`src/rtl/pid_pkg.sv`:
```
package pid_pkg;

    localparam int COORD_BITS = 24;
    localparam int PID_BITS   = 16;
    localparam int PPU_BITS   = 16;
    localparam int OP_BITS    = 2;
    localparam int DVD_BITS   = COORD_BITS + 1;
    localparam int DIV_CNT_BITS = $clog2(DVD_BITS);
    localparam int IN_BITS    = OP_BITS + 3 * COORD_BITS + PID_BITS + PPU_BITS;
    localparam int IN_TDATA_BITS  = ((IN_BITS + 7) / 8) * 8;
    localparam int OUT_BITS   = 7 * COORD_BITS;
    localparam int OUT_TDATA_BITS = ((OUT_BITS + 7) / 8) * 8;

    localparam logic [OP_BITS-1:0] OP_BSIZE   = 2'd0;
    localparam logic [OP_BITS-1:0] OP_BCOUNT  = 2'd1;
    localparam logic [OP_BITS-1:0] OP_STRIDE  = 2'd2;
    localparam logic [OP_BITS-1:0] OP_BSTRIDE = 2'd3;

    typedef logic [COORD_BITS-1:0] t_coord;

    typedef struct packed {
        logic [OP_BITS-1:0]  op;
        t_coord              pmin;
        t_coord              plen;
        logic [PID_BITS-1:0] pid;
        t_coord              size;
        logic [PPU_BITS-1:0] ppu;
        logic                reord;
    } t_item;

    typedef struct packed {
        t_coord seq_begin;
        t_coord seq_length;
        t_coord seq_period;
        t_coord seq_count;
        t_coord sub_min;
        t_coord sub_length;
        t_coord parts_total;
        logic   reorders;
        logic   invalid;
        logic   last;
    } t_result;

    typedef struct packed {
        logic                start;
        logic [DVD_BITS-1:0] dividend;
        t_coord              divisor;
    } t_div_req;

    typedef struct packed {
        logic                done;
        logic [DVD_BITS-1:0] quot;
        t_coord              rem;
    } t_div_rsp;

endpackage

```
`src/rtl/pid_front.sv`:
```
module pid_front
    import pid_pkg::*;
(
    input  logic                     i_clk,
    input  logic                     i_rst_n,
    input  logic                     i_valid,
    output logic                     o_ready,
    input  logic [IN_TDATA_BITS-1:0] i_data,
    output logic                     o_item_valid,
    output t_item                    o_item,
    input  logic                     i_pop
);

    t_item      w_item;
    t_item      r_mem [2];
    logic       r_wp;
    logic       r_rp;
    logic [1:0] r_cnt;
    logic       w_push;
    logic       w_pop;
    t_coord     w_size;
    logic [PPU_BITS-1:0] w_ppu;

    always_comb begin
        w_size = i_data[OP_BITS+3*COORD_BITS+PID_BITS-1 -: COORD_BITS];
        w_ppu  = i_data[IN_BITS-1 -: PPU_BITS];
        w_item.op    = i_data[OP_BITS-1:0];
        w_item.pmin  = i_data[OP_BITS+COORD_BITS-1 -: COORD_BITS];
        w_item.plen  = i_data[OP_BITS+2*COORD_BITS-1 -: COORD_BITS];
        w_item.pid   = i_data[OP_BITS+2*COORD_BITS+PID_BITS-1 -: PID_BITS];
        w_item.size  = (w_size == '0) ? t_coord'(1) : w_size;
        w_item.ppu   = (w_ppu == '0) ? PPU_BITS'(1) : w_ppu;
        w_item.reord = (w_item.op == OP_STRIDE) || (w_item.op == OP_BSTRIDE);
    end

    assign o_ready      = (r_cnt != 2'd2);
    assign w_push       = i_valid && o_ready;
    assign o_item_valid = (r_cnt != 2'd0);
    assign w_pop        = i_pop && o_item_valid;
    assign o_item       = r_mem[r_rp];

    always_ff @(posedge i_clk) begin
        if (!i_rst_n) begin
            r_wp  <= 1'b0;
            r_rp  <= 1'b0;
            r_cnt <= 2'd0;
        end else begin
            if (w_push) r_wp <= ~r_wp;
            if (w_pop)  r_rp <= ~r_rp;
            r_cnt <= r_cnt + {1'b0, w_push} - {1'b0, w_pop};
        end
    end

    always_ff @(posedge i_clk) begin
        if (w_push) r_mem[r_wp] <= w_item;
    end

endmodule

```
`src/rtl/pid_div.sv`:
```
module pid_div
    import pid_pkg::*;
(
    input  logic     i_clk,
    input  logic     i_rst_n,
    input  t_div_req i_req,
    output t_div_rsp o_rsp
);

    logic                    r_busy;
    logic                    r_done;
    logic [DIV_CNT_BITS-1:0] r_cnt;
    logic [DVD_BITS-1:0]     r_rem;
    logic [DVD_BITS-1:0]     r_quo;
    t_coord                  r_div;
    logic [DVD_BITS-1:0]     w_rs;
    logic [DVD_BITS-1:0]     w_dz;
    logic                    w_ge;

    always_comb begin
        w_rs = {r_rem[DVD_BITS-2:0], r_quo[DVD_BITS-1]};
        w_dz = {1'b0, r_div};
        w_ge = (w_rs >= w_dz);
    end

    assign o_rsp.done = r_done;
    assign o_rsp.quot = r_quo;
    assign o_rsp.rem  = r_rem[COORD_BITS-1:0];

    always_ff @(posedge i_clk) begin
        if (!i_rst_n) begin
            r_busy <= 1'b0;
            r_done <= 1'b0;
            r_cnt  <= '0;
        end else begin
            r_done <= 1'b0;
            if (i_req.start && !r_busy) begin
                r_busy <= 1'b1;
                r_cnt  <= '0;
            end else if (r_busy) begin
                r_cnt <= r_cnt + 1'b1;
                if (r_cnt == DIV_CNT_BITS'(DVD_BITS - 1)) begin
                    r_busy <= 1'b0;
                    r_done <= 1'b1;
                end
            end
        end
    end

    always_ff @(posedge i_clk) begin
        if (i_req.start && !r_busy) begin
            r_rem <= '0;
            r_quo <= i_req.dividend;
            r_div <= i_req.divisor;
        end else if (r_busy) begin
            r_rem <= w_ge ? (w_rs - w_dz) : w_rs;
            r_quo <= {r_quo[DVD_BITS-2:0], w_ge};
        end
    end

endmodule

```
`src/rtl/pid_back.sv`:
```
module pid_back
    import pid_pkg::*;
(
    input  logic     i_clk,
    input  logic     i_rst_n,
    input  logic     i_item_valid,
    input  t_item    i_item,
    output logic     o_pop,
    output t_div_req o_div_req,
    input  t_div_rsp i_div_rsp,
    output logic     o_res_valid,
    output t_result  o_res,
    input  logic     i_res_ready
);

    localparam logic [3:0] S_IDLE = 4'd0;
    localparam logic [3:0] S_PRE  = 4'd1;
    localparam logic [3:0] S_W1   = 4'd2;
    localparam logic [3:0] S_CHK  = 4'd3;
    localparam logic [3:0] S_MUL  = 4'd4;
    localparam logic [3:0] S_SL   = 4'd5;
    localparam logic [3:0] S_W2   = 4'd6;
    localparam logic [3:0] S_W3   = 4'd7;
    localparam logic [3:0] S_W4   = 4'd8;
    localparam logic [3:0] S_M2   = 4'd9;
    localparam logic [3:0] S_E0   = 4'd10;
    localparam logic [3:0] S_E1   = 4'd11;
    localparam logic [3:0] S_E2   = 4'd12;
    localparam logic [3:0] S_E3   = 4'd13;
    localparam logic [3:0] S_E4   = 4'd14;
    localparam logic [3:0] S_EI   = 4'd15;

    logic [3:0] r_state, n_state;
    logic [3:0] r_after, n_after;
    t_item      r_it, n_it;
    t_coord     r_parts, n_parts;
    t_coord     r_q, n_q;
    t_coord     r_r, n_r;
    t_coord     r_full, n_full;
    t_coord     r_partial, n_partial;
    t_coord     r_xb, n_xb;
    t_coord     r_spill, n_spill;
    t_coord     r_sl, n_sl;
    t_coord     r_fs, n_fs;
    t_coord     r_mine, n_mine;
    t_coord     r_ma, n_ma;
    t_coord     r_mb, n_mb;
    logic [2*COORD_BITS-1:0] r_mul, n_mul;
    t_result    r_out, n_out;
    logic       r_ovalid;
    logic       w_emit;
    logic       w_free;
    t_coord     w_pid;
    t_coord     w_ppu;
    t_coord     w_mlo;
    t_coord     w_tmp;
    t_coord     w_q;
    logic       w_spl;

    assign w_free      = !r_ovalid || i_res_ready;
    assign w_pid       = {{(COORD_BITS-PID_BITS){1'b0}}, r_it.pid};
    assign w_ppu       = {{(COORD_BITS-PPU_BITS){1'b0}}, r_it.ppu};
    assign w_mlo       = r_mul[COORD_BITS-1:0];
    assign w_q         = i_div_rsp.quot[COORD_BITS-1:0];
    assign o_res_valid = r_ovalid;
    assign o_res       = r_out;

    always_comb begin
        n_state   = r_state;
        n_after   = r_after;
        n_it      = r_it;
        n_parts   = r_parts;
        n_q       = r_q;
        n_r       = r_r;
        n_full    = r_full;
        n_partial = r_partial;
        n_xb      = r_xb;
        n_spill   = r_spill;
        n_sl      = r_sl;
        n_fs      = r_fs;
        n_mine    = r_mine;
        n_ma      = r_ma;
        n_mb      = r_mb;
        n_mul     = r_mul;
        n_out     = r_out;
        w_emit    = 1'b0;
        w_tmp     = '0;
        w_spl     = 1'b0;
        o_pop     = 1'b0;
        o_div_req = '0;

        case (r_state)
            S_IDLE: begin
                if (i_item_valid) begin
                    o_pop   = 1'b1;
                    n_it    = i_item;
                    n_state = S_PRE;
                end
            end
            S_PRE: begin
                case (r_it.op)
                    OP_BSIZE: begin
                        o_div_req.start    = 1'b1;
                        o_div_req.dividend = {1'b0, r_it.plen} + {1'b0, r_it.size}
                                             - DVD_BITS'(1);
                        o_div_req.divisor  = r_it.size;
                        n_state            = S_W1;
                    end
                    OP_BSTRIDE: begin
                        o_div_req.start    = 1'b1;
                        o_div_req.dividend = {1'b0, r_it.plen};
                        o_div_req.divisor  = r_it.size;
                        n_state            = S_W1;
                    end
                    OP_BCOUNT: begin
                        w_tmp   = (r_it.size < r_it.plen) ? r_it.size : r_it.plen;
                        n_parts = (w_tmp == '0) ? t_coord'(1) : w_tmp;
                        n_state = S_CHK;
                    end
                    default: begin
                        w_tmp   = (w_ppu < r_it.plen) ? w_ppu : r_it.plen;
                        n_parts = (w_tmp == '0) ? t_coord'(1) : w_tmp;
                        n_state = S_CHK;
                    end
                endcase
            end
            S_W1: begin
                if (i_div_rsp.done) begin
                    if (r_it.op == OP_BSIZE) w_tmp = w_q;
                    else                     w_tmp = (w_q < w_ppu) ? w_q : w_ppu;
                    n_parts = (w_tmp == '0) ? t_coord'(1) : w_tmp;
                    n_state = S_CHK;
                end
            end
            S_CHK: begin
                if (w_pid >= r_parts) begin
                    n_state = S_EI;
                end else begin
                    case (r_it.op)
                        OP_BSIZE: begin
                            n_ma    = w_pid;
                            n_mb    = r_it.size;
                            n_after = S_E0;
                            n_state = S_MUL;
                        end
                        OP_BSTRIDE: begin
                            n_ma    = r_it.size;
                            n_mb    = r_parts;
                            n_after = S_SL;
                            n_state = S_MUL;
                        end
                        default: begin
                            o_div_req.start    = 1'b1;
                            o_div_req.dividend = {1'b0, r_it.plen};
                            o_div_req.divisor  = r_parts;
                            n_state            = S_W2;
                        end
                    endcase
                end
            end
            S_MUL: begin
                n_mul   = r_ma * r_mb;
                n_state = r_after;
            end
            S_SL: begin
                n_sl               = w_mlo;
                o_div_req.start    = 1'b1;
                o_div_req.dividend = {1'b0, r_it.plen};
                o_div_req.divisor  = w_mlo;
                n_state            = S_W3;
            end
            S_W2: begin
                if (i_div_rsp.done) begin
                    n_q = w_q;
                    n_r = i_div_rsp.rem;
                    if (r_it.op == OP_BCOUNT) begin
                        n_ma    = w_q;
                        n_mb    = w_pid;
                        n_after = S_E1;
                        n_state = S_MUL;
                    end else begin
                        n_state = S_E2;
                    end
                end
            end
            S_W3: begin
                if (i_div_rsp.done) begin
                    n_full             = w_q;
                    n_partial          = i_div_rsp.rem;
                    o_div_req.start    = 1'b1;
                    o_div_req.dividend = {1'b0, i_div_rsp.rem};
                    o_div_req.divisor  = r_it.size;
                    n_state            = S_W4;
                end
            end
            S_W4: begin
                if (i_div_rsp.done) begin
                    n_xb    = w_q;
                    n_spill = i_div_rsp.rem;
                    n_ma    = r_full;
                    n_mb    = r_it.size;
                    n_after = S_M2;
                    n_state = S_MUL;
                end
            end
            S_M2: begin
                n_fs    = w_mlo;
                n_ma    = w_pid;
                n_mb    = r_it.size;
                n_after = S_E3;
                n_state = S_MUL;
            end
            S_E0: begin
                w_tmp = r_it.plen - w_mlo;
                if (r_it.size < w_tmp) w_tmp = r_it.size;
                n_out = '{r_it.pmin + w_mlo, w_tmp, w_tmp, t_coord'(1),
                          r_it.pmin + w_mlo, w_tmp, r_parts, 1'b0, 1'b0, 1'b1};
                w_emit = 1'b1;
            end
            S_E1: begin
                w_tmp = ((w_pid + t_coord'(1)) < r_parts) ? r_q : (r_it.plen - w_mlo);
                n_out = '{r_it.pmin + w_mlo, w_tmp, w_tmp, t_coord'(1),
                          r_it.pmin + w_mlo, w_tmp, r_parts, 1'b0, 1'b0, 1'b1};
                w_emit = 1'b1;
            end
            S_E2: begin
                w_tmp = r_q + t_coord'(r_r > w_pid);
                n_out = '{r_it.pmin + w_pid, t_coord'(1), r_parts, w_tmp,
                          t_coord'(0), w_tmp, r_parts, 1'b1, 1'b0, 1'b1};
                w_emit = 1'b1;
            end
            S_E3: begin
                if (r_xb > w_pid)       w_tmp = r_fs + r_it.size;
                else if (r_xb == w_pid) w_tmp = r_fs + r_spill;
                else                    w_tmp = r_fs;
                w_spl  = (r_xb == w_pid) && (r_spill != '0);
                n_mine = w_tmp;
                n_out  = '{r_it.pmin + w_mlo, r_it.size, r_sl,
                           r_full + t_coord'(r_xb > w_pid), t_coord'(0), w_tmp,
                           r_parts, 1'b1, 1'b0, !w_spl};
                w_emit = 1'b1;
            end
            S_E4: begin
                n_out = '{r_it.pmin + r_it.plen - r_spill, r_spill, r_spill,
                          t_coord'(1), t_coord'(0), r_mine, r_parts, 1'b1, 1'b0, 1'b1};
                w_emit = 1'b1;
            end
            S_EI: begin
                n_out = '{t_coord'(0), t_coord'(0), t_coord'(0), t_coord'(0),
                          t_coord'(0), t_coord'(0), r_parts, r_it.reord, 1'b1, 1'b1};
                w_emit = 1'b1;
            end
            default: begin
                n_state = S_IDLE;
            end
        endcase

        if (w_emit) begin
            if (w_free) begin
                n_state = n_out.last ? S_IDLE : S_E4;
            end else begin
                n_out  = r_out;
                n_mine = r_mine;
            end
        end
    end

    always_ff @(posedge i_clk) begin
        if (!i_rst_n) begin
            r_state  <= S_IDLE;
            r_ovalid <= 1'b0;
        end else begin
            r_state <= n_state;
            if (w_emit && w_free) r_ovalid <= 1'b1;
            else if (i_res_ready) r_ovalid <= 1'b0;
        end
    end

    always_ff @(posedge i_clk) begin
        r_after   <= n_after;
        r_it      <= n_it;
        r_parts   <= n_parts;
        r_q       <= n_q;
        r_r       <= n_r;
        r_full    <= n_full;
        r_partial <= n_partial;
        r_xb      <= n_xb;
        r_spill   <= n_spill;
        r_sl      <= n_sl;
        r_fs      <= n_fs;
        r_mine    <= n_mine;
        r_ma      <= n_ma;
        r_mb      <= n_mb;
        r_mul     <= n_mul;
        r_out     <= n_out;
    end

endmodule

```
`src/rtl/partition_interval_descriptor_unit.sv`:
```
// Channel   Dir  Handshake                     Payload
// query     in   i_s_axis_tvalid/o_s_axis_tready  tdata: op, min, length, part, size, ppu
// result    out  o_m_axis_tvalid/i_m_axis_tready  tdata, tuser, tlast
//
// For a valid part, a query uses the shared one-bit-per-cycle divider once in block size,
// block count and stride modes, and three times in block stride mode.
// A two-entry queue takes new queries while the back end works or a result waits.
// Synchronous active-low reset clears control state only.
// A stalled result holds in the output register; the back end waits on it.
module partition_interval_descriptor_unit
    import pid_pkg::*;
(
    input  logic                      i_clk,
    input  logic                      i_rst_n,
    input  logic                      i_s_axis_tvalid,
    output logic                      o_s_axis_tready,
    // operation, parent_min, parent_length, part_id, size_arg, ppu_count
    input  logic [IN_TDATA_BITS-1:0]  i_s_axis_tdata,
    output logic                      o_m_axis_tvalid,
    input  logic                      i_m_axis_tready,
    // seq_begin, seq_length, seq_period, seq_count, sub_min, sub_length, parts_total
    output logic [OUT_TDATA_BITS-1:0] o_m_axis_tdata,
    // reorders, invalid
    output logic [1:0]                o_m_axis_tuser,
    output logic                      o_m_axis_tlast
);

    logic     w_item_valid;
    t_item    w_item;
    logic     w_pop;
    t_div_req w_div_req;
    t_div_rsp w_div_rsp;
    t_result  w_res;

    pid_front u_front (
        .i_clk        (i_clk),
        .i_rst_n      (i_rst_n),
        .i_valid      (i_s_axis_tvalid),
        .o_ready      (o_s_axis_tready),
        .i_data       (i_s_axis_tdata),
        .o_item_valid (w_item_valid),
        .o_item       (w_item),
        .i_pop        (w_pop)
    );

    pid_div u_div (
        .i_clk   (i_clk),
        .i_rst_n (i_rst_n),
        .i_req   (w_div_req),
        .o_rsp   (w_div_rsp)
    );

    pid_back u_back (
        .i_clk        (i_clk),
        .i_rst_n      (i_rst_n),
        .i_item_valid (w_item_valid),
        .i_item       (w_item),
        .o_pop        (w_pop),
        .o_div_req    (w_div_req),
        .i_div_rsp    (w_div_rsp),
        .o_res_valid  (o_m_axis_tvalid),
        .o_res        (w_res),
        .i_res_ready  (i_m_axis_tready)
    );

    assign o_m_axis_tdata = OUT_TDATA_BITS'({w_res.parts_total, w_res.sub_length,
                                             w_res.sub_min, w_res.seq_count,
                                             w_res.seq_period, w_res.seq_length,
                                             w_res.seq_begin});
    assign o_m_axis_tuser = {w_res.invalid, w_res.reorders};
    assign o_m_axis_tlast = w_res.last;

endmodule

```
`config.mk`:
```
export PLATFORM = sky130hd
export DESIGN_NAME = partition_interval_descriptor_unit
export DESIGN_NICKNAME = d
export VERILOG_FILES = /design/src/rtl/pid_pkg.sv /design/src/rtl/pid_front.sv /design/src/rtl/pid_div.sv /design/src/rtl/pid_back.sv /design/src/rtl/partition_interval_descriptor_unit.sv
export SDC_FILE = /design/constraint.sdc
export NUM_CORES = 2
export LEC_CHECK = 0
export BUFFER_PORTS_ARGS = -buffer_cell sky130_fd_sc_hd__buf_2
export CAP_MARGIN = 20
export CORE_MARGIN = 10
export CORE_UTILIZATION = 40
export DETAILED_ROUTE_END_ITERATION = 6
export GPL_TIMING_DRIVEN = 1
export MAX_ROUTING_LAYER = met4
export PLACE_DENSITY_LB_ADDON = 0.1
export SKIP_CTS_REPAIR_TIMING = 1
export SLEW_MARGIN = 20
export SYNTH_ARGS = -nofsm -noshare
export SYNTH_HDL_FRONTEND = slang
export SYNTH_SLANG_ARGS = --single-unit
export TNS_END_PERCENT = 1
```
`constraint.sdc`:
```
create_clock -name i_clk -period 26.3 [get_ports i_clk]
set_input_delay 2.63 -clock i_clk [delete_from_list [all_inputs] [get_ports i_clk]]
set_output_delay 2.63 -clock i_clk [all_outputs]
set_load 0.1 [all_outputs]
```
## Word-level counts from Yosys, hierarchy flattened

Memory sizes are Yosys's and may differ from the RTL's. A register that Yosys moved wholly into a read port is not among the register bits.
Index checks and enable logic that the tools add are counted.

| cells by class | value |
|---|---|
| add/subtract/negate cells | 16 |
| $mul | 1 |
| magnitude comparators | 9 |
| equal/unequal tests | 30 |
| mux-type cells | 74 |
| bitwise operators | 4 |
| reductions and logical operators | 33 |

Operators with widths:

| operator | count |
|---|---|
| 171-bit one-hot mux with 6 select lines | 1 |
| 24-bit two-way mux | 27 |
| 171-bit two-way mux | 2 |
| 50-bit one-hot mux with 4 select lines | 1 |
| 24-bit one-hot mux with 2 select lines | 4 |
| 24-bit one-hot mux with 4 select lines | 2 |
| 50-bit two-way mux | 3 |
| 50-bit one-hot mux with 2 select lines | 1 |
| 24-bit adder | 4 |
| 24-bit logical NOT | 4 |
| 24-bit less-than comparator | 3 |
| 24-bit subtractor | 3 |
| 4-bit two-way mux | 14 |
| 25-bit two-way mux | 2 |
| 24-bit by 1-bit adder with 24-bit output | 2 |
| 24-bit by 16-bit greater-than comparator with 1-bit output | 2 |
| 4-bit one-hot mux with 10 select lines | 1 |
| 4-bit == test, second input constant | 8 |
| 24-bit by 24-bit adder with 25-bit output | 1 |
| 25-bit by 24-bit >= comparator with 1-bit output | 1 |
| 25-bit by 1-bit subtractor with 25-bit output, second input constant | 1 |
| 24-bit by 16-bit adder with 24-bit output | 1 |
| 24-bit by 16-bit == test with 1-bit output | 1 |
| 16-bit by 24-bit >= comparator with 1-bit output | 1 |
| other kinds (37) | 77 |

| storage, ports and cells | value |
|---|---|
| register bits after elaboration | 552 |
| RAM bits | 214 |
| input bits | 116 |
| logic and storage cells | 202 |
| memories | 1 |

Memories:

| memory | depth | width | read ports | clocked after memory_dff | write ports | line | text |
|---|---|---|---|---|---|---|---|
| u_front.r_mem | 2 | 107 | 1 | 1 | 1 | pid_front.sv:15 | `t_item r_mem [2];` |

## Logic depth before layout (Yosys ltp)

| depth | value |
|---|---|
| depth after elaboration | 9 |
| mapped depth | 26 |
| mapped depth without buffers | 24 |

## Hierarchy

Synthesis repeated with hierarchy kept, for this count alone.

| unflattened totals | value |
|---|---|
| cell total of the unflattened synthesis | 5,351 |
| area total of the unflattened synthesis | 58,287.2 sq um |

By module, submodules not included:

| module | instances | cells each | area each (sq um) |
|---|---|---|---|
| pid_back | 1 | 4,493 | 45,461.1 |
| pid_front | 1 | 415 | 8,333.0 |
| pid_div | 1 | 443 | 4,493.1 |

## Worst setup path before layout

OpenSTA, ideal clock, no wires.

| timing | value |
|---|---|
| path kind | flip-flop to flip-flop |
| start point | register u_back.r_state[1] |
| end point | register u_front.r_cnt[1] |
| data arrival time | 13,168 ps |
| data required time | 26,183 ps |
| path slack | 13,015 ps |
| stages on the path, launching flop included | 10 |
| clock period less this slack | 13,285 ps |
| path through | dfxtp_1 -> clkbuf_1 -> buf_1 -> nor4_1 -> ha_1 -> inv_1 -> ha_1 -> xor2_1 -> xnor2_1 -> nor2_1 |

| between the ends | value |
|---|---|
| word-level cells in the longest chain between the ends | 4 |

Ends and longest elaborated chain:

| item | line | text |
|---|---|---|
| start: declaration | pid_back.sv:33 | `logic [3:0] r_state, n_state;` |
| start signal: assignment | pid_back.sv:273 | `r_state <= n_state;` |
| 4-bit logical NOT | pid_back.sv:92 | `case (r_state)` |
| 1-bit two-way mux | pid_back.sv:92 |  |
| via u_back.o_pop | pid_back.sv:8 | `output logic o_pop,` |
| 1-bit logical AND | pid_front.sv:39 | `assign w_pop = i_pop && o_item_valid;` |
| 2-bit by 1-bit subtractor with 2-bit output | pid_front.sv:50 | `r_cnt <= r_cnt + {1'b0, w_push} - {1'b0, w_pop};` |
| end signal: assignment | pid_front.sv:50 |  |
| end: declaration | pid_front.sv:18 | `logic [1:0] r_cnt;` |

The timed path passes the listed nets, and every way through them passes these cells.
A chain may end at the register's enable or synchronous reset.

## Worst setup path in the final report

| timing | value |
|---|---|
| start point | register u_back.r_ma[6] |
| end point | register u_back.r_mul[23] (data pin) |

| between the ends | value |
|---|---|
| word-level cells in the longest chain between the ends | 1 |

Ends and longest elaborated chain:

| item | line | text |
|---|---|---|
| start: declaration | pid_back.sv:46 | `t_coord r_ma, n_ma;` |
| start signal: assignment | pid_back.sv:292 | `r_ma <= n_ma;` |
| 24-bit by 24-bit multiplier with 24-bit output | pid_back.sv:162 | `n_mul = r_ma * r_mb;` |
| end signal: assignment | pid_back.sv:294 | `r_mul <= n_mul;` |
| end: declaration | pid_back.sv:48 | `logic [2*COORD_BITS-1:0] r_mul, n_mul;` |

No other way between the ends.

==> results.md <==
- Largest net degree at the start of global routing: 87
- Status: complete, but fails checks
- CTS tree: built
- IO Port Bufs: 282
- Layout cells sized above 1: 0.130
- Seq/Total Area, Yosys: 0.447
- Crit path required time: 26760 ps
- Crit-path cells: nand2_1 -> fa_1 -> inv_1 -> fa_1 -> inv_1 -> fa_1 -> inv_1 -> ha_1 -> fa_1 -> inv_1 -> fa_1 -> fa_1 -> inv_1 -> ha_1 -> o21a_1 -> o21ai_0 -> a21oi_1 -> o41a_1 -> a31oi_1 -> a211oi_1 -> a211o_1 -> a31oi_1 -> a21oi_1 -> xnor2_1
- GPL Wtd Cong: 1.03
- Fill count: 13600
- First-pass GRT wire length: 319000 µm
- Clock buffer depth: 3
- Final Cycle Share: 0.287
- Maximum VDD drop: 0.378 mV
- Power Dens Cells: 159 nW/µm²
- Worst stage delay on the critical path: 990 ps
- Register-to-register setup slack: 18750 ps
- Unique masters post-synth: 86
- Vias: 44200
- Largest area contributor in the netlist: edfxtp_1
- Seq pwr share: 0.233
- Critical path's slowest cell: edfxtp_1
- Switching part of the total power: 0.471
- Critical Path Most Common Cell: fa_1
- Register area: 25800 µm²
- ANT nets after route: 0
- Tot GR Track Use: 0.289
- Worst Path Max Fanout: 18
- Clk slew on worst S/H paths: 60 ps
- Worst Path Class, Setup: reg2reg
- Hold Violations, Final: 0
- Yosys top cell area share: 0.433
- Setup-failing EPs final: 0
- Vias per inst: 5.82
- Max-slew headroom: 0.213
- Switch Pwr: 4.88 mW
- Die Width: 400 µm
- GRT overflow: 0
- Crit-path leading delay family: adder cells
- Hold Crit Class: reg2reg
- Remaining DRCs: 26
- Worst Setup SP: u_back.r_ma[6]$_DFFE_PP_
- Area of the multi-input gates: 28800 µm²
- Drt total wl: 229000 µm
- Final net count: 6389
- Max Freq: 132 MHz
- Worst setup path endpoint: u_back.r_mul[23]$_DFFE_PN_
- H-Tree Depth: 3
- Avg Inst Size Synth: 10.9 µm²
- Post-synth ARST share: 0
- RSZ-0062 raised after global routing: false
- Violated checks: DRC
- Vias in the first global route: 42500
- Post-Synthesis Cells: 5294
- CP endpoint kind: register
- Initial Utilization: 0.402
- CP startpoint kind: register
- Critical path depth in cells: 24
- Clock share of power: 0.133
- Synth Register Bits: 873
- Total CTS buffers: 99
- Die Area: 160000 µm²
- Critical R2R Launch: u_back.r_ma[6]$_DFFE_PP_
- Synth top cells by count: edfxtp_1 (833), inv_1 (663), nand2_1 (481)
- Setup total negative slack: 0 ps
- Internal: 5.49 mW
- Slew Viols, Final: 0
- Clock skew: 61.4 ps
- FF-to-FF path depth: 24
- Post-Syn Area: 57800 µm²
- Capturing point of the worst reg2reg path: u_back.r_mul[23]$_DFFE_PN_
- Row count: 139
- Sink Count: 873
- Combinational fraction of design power: 0.634
- Most common cell in the netlist: edfxtp_1
- LEAKAGE: 27.1 nW
- Hpwl dp: 169000 µm
- Synth warn: 0
- Worst Max-Slew Pin Slew: 1180 ps
- Area grow syn2layout: 12.6%
- Starting DRT DRC Count: 5687
- IO Pins: 289
- Initial antenna violation count: 20
- Drt pass-1 iters: 7
- Worst EP arrival: 8010 ps
- Buffers & Inverters on Critical Path: 5
- Core Region: 144000 µm²
- Drt wl/cell: 30.1 µm
- Clock root cell: clkbuf_16
- Clock Latency Late Sink: 780 ps
- Total power: 10.4 mW
- Die height: 400 µm
- Post-synth EDFFs: 833
- Post-layout min period: 7550 ps
- Mapped Nets: 6093
- Maxcap violations: 0
- Primary FF master, synth: edfxtp_1
- Top post-synthesis cells by area: edfxtp_1 (43%), ha_1 (9.5%), fa_1 (8.4%)
logic make-up (layout without fill, tap and decap cells):
kind of cell    count (synthesis)  in the layout  share of synthesized area
mux                           204            204                     0.0380
buf+inv                       881           1257                     0.0581
compound gates               1035           1035                      0.125
fa+ha+maj                     683            683                      0.179
flops                         873            873                      0.447
simple gates                 1331           1331                      0.110
other cells                     0             17                          0
xor+xnor                      287            287                     0.0435
metrics by stage:
| stage | area, µm² | utilization | setup WS (ps) | hold WS (ps) | std cells |
|---|---|---|---|---|---|
| after CTS | 65000 | 0.453 | 18690 | 530 | 7572 |
| after global placement | 61900 | 0.431 | 18780 | 500 | 7391 |
| after global routing | 65100 | 0.453 | 18370 | 555 | 7587 |
| after detailed placement | 61900 | 0.431 | 18790 | 522 | 7391 |
| after floorplan | 57800 | - | 13020 | 470 | 5294 |
| final | 65100 | 0.453 | 18750 | 526 | 7590 |
registers in the layout (all words and copies together) (netlist names), 2 cells and up:
name            count
u_back.o_res      171
u_back.r_after      4
u_back.r_fs        24
u_back.r_full      24
u_back.r_it       107
u_back.r_ma        24
u_back.r_mb        24
u_back.r_mine      24
u_back.r_mul       24
u_back.r_parts     24
u_back.r_q         24
u_back.r_r         24
u_back.r_sl        24
u_back.r_spill     24
u_back.r_state      4
u_back.r_xb        24
u_div.r_cnt         5
u_div.r_div        24
u_div.r_quo        25
u_div.r_rem        24
u_front.r_cnt       2
u_front.r_mem     214
placed cells by master (no fill, tap or decap), types with 23 or more instances in the layout:
master | Yosys | final
a22o_1 | 34 | 34
a22oi_1 | 46 | 46
mux2i_1 | 80 | 80
mux2_2 | 124 | 124
nor4_1 | 66 | 64
nor3_1 | 67 | 61
fa_1 | 243 | 243
and2_1 | 177 | 177
dfxtp_1 | 40 | 39
a211o_1 | 28 | 28
nand3_1 | 85 | 83
edfxtp_1 | 833 | 833
a222oi_1 | 87 | 87
nor2b_1 | 38 | 37
xor2_1 | 101 | 101
or3_1 | 33 | 33
o211ai_1 | 33 | 33
o21a_1 | 41 | 40
nand4_1 | 42 | 42
clkbuf_16 | 0 | 99
nor2_1 | 251 | 241
clkbuf_1 | 189 | 23
a31oi_1 | 23 | 23
o21bai_1 | 27 | 27
inv_1 | 663 | 663
a21o_1 | 102 | 102
buf_2 | 12 | 283
o22ai_1 | 25 | 25
and3_1 | 34 | 31
ha_1 | 440 | 440
nand2b_1 | 29 | 28
o21ai_0 | 184 | 184
a21oi_1 | 217 | 214
buf_4 | 5 | 129
nand2_1 | 481 | 481
a211oi_1 | 37 | 36
xnor2_1 | 186 | 186
metal layers:
layer  GRT usage  share of wire
met5           -              0
met4       0.161          0.065
met3      0.0664           0.10
met2       0.410           0.42
met1       0.378           0.42
how the worst min path moves through the flow:
stage,cells after the start,to,startpoint,slack [ps]
floorplan,2,u_div.r_done$_SDFF_PP0_,u_div.r_cnt[4]$_SDFFE_PP0P_,470
global placement,2,u_div.r_cnt[4]$_SDFFE_PP0P_,u_div.r_cnt[4]$_SDFFE_PP0P_,500
detailed placement,2,u_div.r_cnt[4]$_SDFFE_PP0P_,u_div.r_cnt[4]$_SDFFE_PP0P_,520
CTS,1,u_back.r_it[49]$_DFFE_PP_,u_front.r_mem[0][49]$_DFFE_PP_,530
global route,1,u_back.r_it[31]$_DFFE_PP_,u_front.r_mem[1][31]$_DFFE_PP_,560
finish,1,u_back.r_it[49]$_DFFE_PP_,u_front.r_mem[0][49]$_DFFE_PP_,530
power by group through the flow:
stage,Sequential (mW),Clock (mW),Combinational (mW)
after floorplan,2.27,0,4.69
after global placement,2.42,0,6.42
after detailed placement,2.42,0,6.45
after CTS,2.40,1.40,6.55
after global routing,2.41,1.46,7.33
final,2.42,1.38,6.58
layout make-up:
class / count / area share
Antenna cell: 17 / 0.000654
Clock buffer: 128 / 0.0407
Clock inverter: 53 / 0.00830
Inverter: 664 / 0.0383
Multi-Input combinational cell: 3540 / 0.442
Sequential cell: 873 / 0.397
Tap cell: 1903 / 0.0366
Timing Repair Buffer: 412 / 0.0366
Note: power is estimated with default switching activity, not from simulation.
